## src/rtl/core/amp_pkg.sv

```systemverilog
// Package: shared widths, codes and command types of the approximate pattern matcher.
`default_nettype none
package amp_pkg;

	// Defaults for the top-level parameters
	localparam int NUM_PATTERNS_DEF = 8;
	localparam int MAX_ERRORS_DEF   = 7;
	localparam int PATTERN_BITS_DEF = 64;

	// Fixed symbol count and field widths
	localparam int NUM_SYMBOLS   = 256;
	localparam int SYM_W         = 8;
	localparam int MODE_W        = 2;
	localparam int PIDX_W        = 3;
	localparam int POS_W         = 6;
	localparam int ERRL_W        = 3;
	localparam int PIU_W         = 4;
	localparam int FLAGS_W       = 8;
	localparam int MATCH_CNT_W   = 4;
	localparam int TOTAL_W       = 32;
	localparam int CFG_IDX_W     = 1;
	localparam int CFG_DATA_W    = 4;

	// Item modes; the fourth code is unused and behaves as a load that changes nothing
	typedef enum logic [MODE_W-1:0] {
		MODE_TEXT  = 2'd0,
		MODE_LOAD  = 2'd1,
		MODE_CLEAR = 2'd2
	} mode_t;

	// Configuration register indexes
	localparam logic [CFG_IDX_W-1:0] CFG_ERROR_LIMIT     = 1'b0;
	localparam logic [CFG_IDX_W-1:0] CFG_PATTERNS_IN_USE = 1'b1;

	// Command broadcast from the top level to every pattern lane
	typedef struct packed {
		logic              text_step;
		logic              first;
		logic              load;
		logic              clear;
		logic [POS_W-1:0]  pos;
		logic [ERRL_W-1:0] k;
	} lane_cmd_t;

endpackage
`default_nettype wire

```

## src/rtl/core/amp_lane.sv

```systemverilog
// Pattern lane: length register, error-level vector chain and match detect of one pattern.
`default_nettype none
module amp_lane #(
	parameter int PATTERN_BITS = amp_pkg::PATTERN_BITS_DEF,
	parameter int MAX_ERRORS   = amp_pkg::MAX_ERRORS_DEF
) (
	input  wire logic                    clk,
	input  wire logic                    arst_n,
	input  wire amp_pkg::lane_cmd_t      cmd,
	input  wire logic                    lane_sel,
	input  wire logic                    lane_used,
	input  wire logic [PATTERN_BITS-1:0] cm,
	output logic                         hit
);
	import amp_pkg::*;

	localparam int LEVELS = MAX_ERRORS + 1;
	localparam int LEN_W  = $clog2(PATTERN_BITS + 1);

	logic [LEN_W-1:0]        len_q;
	logic [PATTERN_BITS-1:0] vec_q [LEVELS];
	logic [PATTERN_BITS-1:0] base  [LEVELS];
	logic [PATTERN_BITS-1:0] nxt   [LEVELS];
	logic [PATTERN_BITS-1:0] sel_vec;
	logic [PATTERN_BITS-1:0] top;
	logic [POS_W:0]          pos_inc;
	logic [LEN_W-1:0]        new_len;
	logic                    live;

	assign pos_inc = {1'b0, cmd.pos} + {{POS_W{1'b0}}, 1'b1};
	assign new_len = pos_inc[LEN_W-1:0];
	assign live    = lane_used && (len_q != '0);

	// Error chain: each level uses the old and new vectors of the level below
	always_comb begin
		for (int q = 0; q < LEVELS; q++) begin
			base[q] = cmd.first ? ({PATTERN_BITS{1'b1}} << q) : vec_q[q];
		end
		nxt[0] = (base[0] << 1) | cm;
		for (int q = 1; q < LEVELS; q++) begin
			nxt[q] = ((base[q] << 1) | cm) & (base[q-1] << 1) & (nxt[q-1] << 1) & base[q-1];
		end
		sel_vec = '0;
		for (int q = 0; q < LEVELS; q++) begin
			if (4'(q) == {1'b0, cmd.k}) sel_vec = nxt[q];
		end
		top = {{(PATTERN_BITS-1){1'b0}}, 1'b1} << (len_q - LEN_W'(1));
		hit = cmd.text_step && live && ((sel_vec & top) == '0);
	end

	always_ff @(posedge clk or negedge arst_n) begin
		if (!arst_n) begin
			len_q <= '0;
		end else if (cmd.clear && lane_sel) begin
			len_q <= '0;
		end else if (cmd.load && lane_sel && (len_q < new_len)) begin
			len_q <= new_len;
		end
	end

	always_ff @(posedge clk or negedge arst_n) begin
		if (!arst_n) begin
			for (int q = 0; q < LEVELS; q++) vec_q[q] <= {PATTERN_BITS{1'b1}} << q;
		end else if (cmd.text_step) begin
			for (int q = 0; q < LEVELS; q++) vec_q[q] <= live ? nxt[q] : base[q];
		end
	end

endmodule
`default_nettype wire

```

## config.mk

```make
export PLATFORM = sky130hd
export DESIGN_NAME = amp_lane
export DESIGN_NICKNAME = d
export VERILOG_FILES = /design/src/rtl/core/amp_pkg.sv /design/src/rtl/core/amp_lane.sv
export SDC_FILE = /design/constraint.sdc
export NUM_CORES = 2
export LEC_CHECK = 0
export ABC_CLOCK_PERIOD_IN_PS = 5800
export BUFFER_PORTS_ARGS = -buffer_cell sky130_fd_sc_hd__buf_2
export CORE_MARGIN = 5
export CORE_UTILIZATION = 55
export CTS_CLUSTER_DIAMETER = 120
export DETAILED_ROUTE_END_ITERATION = 16
export PLACE_DENSITY = 0.75
export SETUP_SLACK_MARGIN = 0.02
export SYNTH_ARGS = -nofsm -noshare
export SYNTH_HDL_FRONTEND = slang
export SYNTH_SLANG_ARGS = --single-unit
```

## constraint.sdc

```tcl
create_clock -name clk -period 5.8 [get_ports clk]
set_input_delay 0.29 -clock clk [delete_from_list [all_inputs] [get_ports clk]]
set_output_delay 0.29 -clock clk [all_outputs]
set_load 0.01 [all_outputs]
```

* Yosys cells after proc, flatten, opt, wreduce, memory -nomap -nowiden *
Cells that the tools add are included.
W data, S select, Z words.

word-level totals
  input port bits = 81
  bits in latches = 0
  memory bits (read-only) = 0
  word-level logic and storage cells = 86
  memories = 0
  output and inout port bits = 1
  register bits after elaboration = 518
  bits in writable memories = 0

cells by class
  add/subtract/negate cells = 2
  equal/unequal tests = 7
  div/mod/pow operators = 0
  reductions and logical operators = 10
  magnitude comparators = 1
  bitwise gates (word level) = 30
  multipliers = 0
  mux-type cells = 26
  shift-type cells = 1

operators by type and width
  operator                number
  $and A64 B64 Y64        22
  $mux W64                22
  $or A64 B64 Y64         8
  $mux W63                2
  $logic_not A64 Y1       1
  $shl A1 B7 Y64 const A  1
  $mux W7                 2
  $eq A3 B3 Y1 const A    4
  $add A6 B1 Y7 const B   1
  $lt A7 B7 Y1            1
  $reduce_bool A7 Y1      1
  $sub A7 B1 Y7 const B   1
  $eq A2 B3 Y1 const A    2
  $logic_and A1 B1 Y1     6
  $eq A1 B3 Y1 const A    1
  $logic_not A3 Y1        1
  $reduce_bool A2 Y1      1

* Depth between registers and ports, before layout *
  depth after elaboration = 21
  mapped depth = 13
  depth with buffers taken out = 12

* Worst setup path before layout *
No wires, ideal clock.

  path kind = register to output
  start point = register len_q[0]
  end point = output hit
  required time = 5.510 ns
  path buffers = 1
  data arrival time = 2.229 ns
  slack = 3.281 ns
  cell stages (with the launch flop) = 11
  cells stage by stage = dfrtp_1 -> buf_2 -> or3_1 -> mux2i_2 -> nand2b_1 -> a221oi_1 -> o211ai_1 -> o2111ai_1 -> nor4_1 -> o2111ai_1 -> nor4_2

on the way
  word-level cells in the longest chain between the ends = 5
  elaborated cells on any way between the ends = 8
  those cells by class = 1 x add/sub; 1 x shift; 1 x bitwise; 5 x reduce/logical

ends and longest elaborated chain
  what                      RTL line        RTL
  start: declaration        amp_lane.sv:20  logic [LEN_W-1:0] len_q;
  start signal: assignment  amp_lane.sv:57  len_q <= new_len;
  $sub A7 B1 Y7             amp_lane.sv:47  top = {{(PATTERN_BITS-1){1'b0}}, 1'b1} << (len_q - LEN_W'(1));
  $shl A1 B7 Y64            amp_lane.sv:47
  $and A64 B64 Y64          amp_lane.sv:48  hit = cmd.text_step && live && ((sel_vec & top) == '0);
  $logic_not A64 Y1         amp_lane.sv:48
  $logic_and A1 B1 Y1 *     amp_lane.sv:48
  end: declaration          amp_lane.sv:13  output logic hit

Every way passes the cells marked *; elsewhere a longest branch is shown, timed or not.

* Worst setup path after layout *
  start point = register len_q[4]
  end point = output hit

Same word-level chain as after synthesis.

==> results.py <==
metrics = {
    "pwr": {
        "peakVddDrop_mv": 0.324,
        "p_leak_nw": 12.3,
        "powerDensity_mw_per_mm2": 445,
        "finalPower_mw": 15.3,
    },
    "clock_network": {
        "cts_tree": "done",
        "cts_made_buffers": 55,
        "clock_sinks": 497,
        "cts_buffer_depth": 3,
        "clk_latency_ns": 0.63,
        "htreeDepth": 2,
        "clkSlewWorstSetupHoldPaths_ns": 0.06,
        "cts-root-buf": "clkbuf_16",
        "post-cts-setup-buffers": 0,
    },
    "sta": {
        "finalCritPeriodShare": 0.864,
        "timing.final.ws_setup_ns": 0.787,
        "grt_setup_unrepaired": "no",
        "worst_pin_slew_ns": 1.33,
        "max_clock_freq_mhz": 199,
        "setup_viol": 0,
        "finalCriticalPeriod_ns": 5.01,
        "hold_viol": 0,
        "maxSlewViolCount": 0,
        "fin_tns_setup_ns": 0,
        "clock_skew_ns": 0.0176,
        "slew_headroom": 0.114,
    },
    "route": {
        "vias": 34000,
        "drt_first_iter_violations": 5534,
        "drc": 0,
        "routed_wl_um": 138000,
        "final_antenna_net_count": 0,
        "via_per_inst": 7.60,
        "wl_per_cell_um": 30.8,
        "drtPass1Iterations": 8,
    },
    "worst_setup_path": {
        "worstPathMaxFanout": 19,
        "end_kind": "output port",
        "cp_slowest_cell": "mux2i_2",
        "crit_top_cell": "o211ai_1",
        "cp_cell_sequence": "or3_1, mux2i_2, a211oi_1, o211ai_1, o211ai_1, nor4_1, nand4_1, nor4_2, buf_2",
        "max_stage_delay_ns": 0.72,
        "worst-endpoint-arrival_ns": 4.72,
        "crit_family": "simple AND/OR/NAND/NOR gates",
        "path_buf_inv": 1,
        "worst_ep_required_time_ns": 5.51,
        "startpoint_type": "register",
        "critPathKind": "register to output port",
    },
    "die": {
        "std_cell_rows": 87,
        "ios": 82,
        "start_util": 0.557,
        "die_area_mm2": 0.0622,
        "core_area_mm2": 0.0566,
        "fp.dieW_um": 249,
        "die_h_um": 249,
    },
    "finish": {
        "syn_to_final_growth_pct": 8.91,
        "nNetsFinal": 3756,
        "fin_area_mm2": 0.0343,
        "final_util": 0.606,
        "drive_above_1_share": 0.216,
    },
    "synth": {
        "postSynthAreaPerCell_um2": 8.44,
        "async_flop_share": 1.00,
        "synth_area_mm2": 0.0315,
        "synth.area.top_cells": "dfstp_2, o211ai_1, a21oi_1, nor2_1, o22a_1",
        "synth_top_area_cell": "dfstp_2",
        "synthDistinctLibCells": 91,
        "synth-seq-cells": 497,
        "yosysSeqAreaShare": 0.414,
        "synthFlopType": "dfstp_2",
        "synth_top_area_frac": 0.403,
        "syn_nets": 3821,
        "postSynthCellCount": 3733,
        "synth_warnings": 0,
        "synth_edf_count": 0,
    },
    "global_route": {
        "grt_max_degree": 161,
        "grt_usage": 0.422,
        "grt_pass1_vias": 31700,
        "antenna_found_initial": 5,
        "overflow": 0,
        "grt_pass1_wl_um": 208000,
    },
    "run_status": {
        "outcome": "complete, no violations",
    },
    "run": {
        "cap_violations": 0,
    },
    "placement": {
        "gp_congestion": 1.05,
        "dp_hpwl_um": 94300,
        "placed_cell_area_mm2": 0.0323,
        "place_ws_ns": 1.27,
        "port_buffers": 81,
    },
    "min_path": {
        "hold_class": "input pin to register",
    },
}
==> synth_stat cells, types with 24 or more instances <==
cell type / n
o211a_1: 78
o221ai_1: 25
a211oi_1: 41
nand3_1: 71
nor2_1: 611
o211ai_1: 351
o2111ai_1: 24
nand2_1: 231
nor4_1: 55
o21ai_0: 244
o22ai_1: 95
nor3_1: 107
dfstp_2: 483
a21oi_1: 480
clkbuf_1: 134
nand4_1: 27
o22a_1: 152
buf_2: 131
==> cell families after synthesis <==
family / Yosys count / share of synthesized area
AO/OA/AOI/OAI: 1675 / 0.357
AND/OR/NAND/NOR: 1233 / 0.178
flip-flops: 497 / 0.414
buffers and inverters: 311 / 0.0455
adder cells (fa/ha/maj): 7 / 0.00278
XOR/XNOR: 5 / 0.00139
multiplexers: 5 / 0.00175
==> worst paths after layout <==
check	from	end	slack, ns	cells past startpoint
max	len_q[4]	hit	0.79	9
min	cmd[6]	len_q[3]	0.03	3
max reg2reg	len_q[2]	vec_q[501]	1.62	8
min reg2reg	vec_q[384]	vec_q[384]	0.50	1
max in group asynchronous	arst_n	vec_q[132]	4.09	3
min in group asynchronous	arst_n	vec_q[258]	0.37	2
==> cell type report <==
cell class | instances | area (µm²)
clock inverter | 14 | 254
sequential | 497 | 13000
timing repair buffer | 171 | 1210
clock buffer | 86 | 1700
antenna | 6 | 15.0
fill | 5066 | 22300
inverter | 18 | 75.1
tap | 756 | 946
multi-input combinational | 2925 | 17100
==> state kept, by name, summed over array words and instances (netlist names) <==
signal	cells
len_q	7
vec_q	490
==> worst register-to-register path: stages (launching register included) <==
cell and delay, ns:
dfrtp_1 0.88, nor2_1 0.13, nand2_1 0.23, o31a_2 0.43, buf_4 0.54, and2_4 0.44, nand2_4 0.51, buf_12 0.44
o32a_1 0.51
==> metrics by stage <==
stage	hold slack, ns	instances
global placement	0.436	4360
global route	0.0701	4469
CTS	0.00594	4467
floorplan	-0.00559	3733
detailed placement	0.432	4360
finish	0.0269	4473
==> placed cells by master (no fill, tap or decap), drive strengths merged, types with 86 or more instances in the layout <==
cell / n
o211ai: 357
dfstp: 483
nor2: 618
a21oi: 480
o22ai: 95
o21ai: 255
nand2: 234
clkbuf: 86
o22a: 152
nor3: 111
buf: 164
==> report_power, final <==
group,total (mW),switching [mW],leakage [nW],internal (mW)
clock,3.84,1.53,0.952,2.31
sequential,5.67,0.920,5.28,4.75
combinational,5.77,3.85,6.04,1.92
==> per-layer routing <==
layer  global-route usage  routed length [µm]  vias up
met2                0.622               58700     2662
met3                0.116               17900      535
li1                     -                   -    14200
met1                0.594               54100    16600
met5                    0                  10        -
met4                0.168                7140        2
==> repair_timing <==
item / in CTS / in global routing
hold buffers: 7 / 0
endpoints found under the hold margin: 14 / 0
endpoints found under the setup margin: 0 / 0
gates resized for setup: 0 / 0
Note: power is estimated with default switching activity, not from simulation.
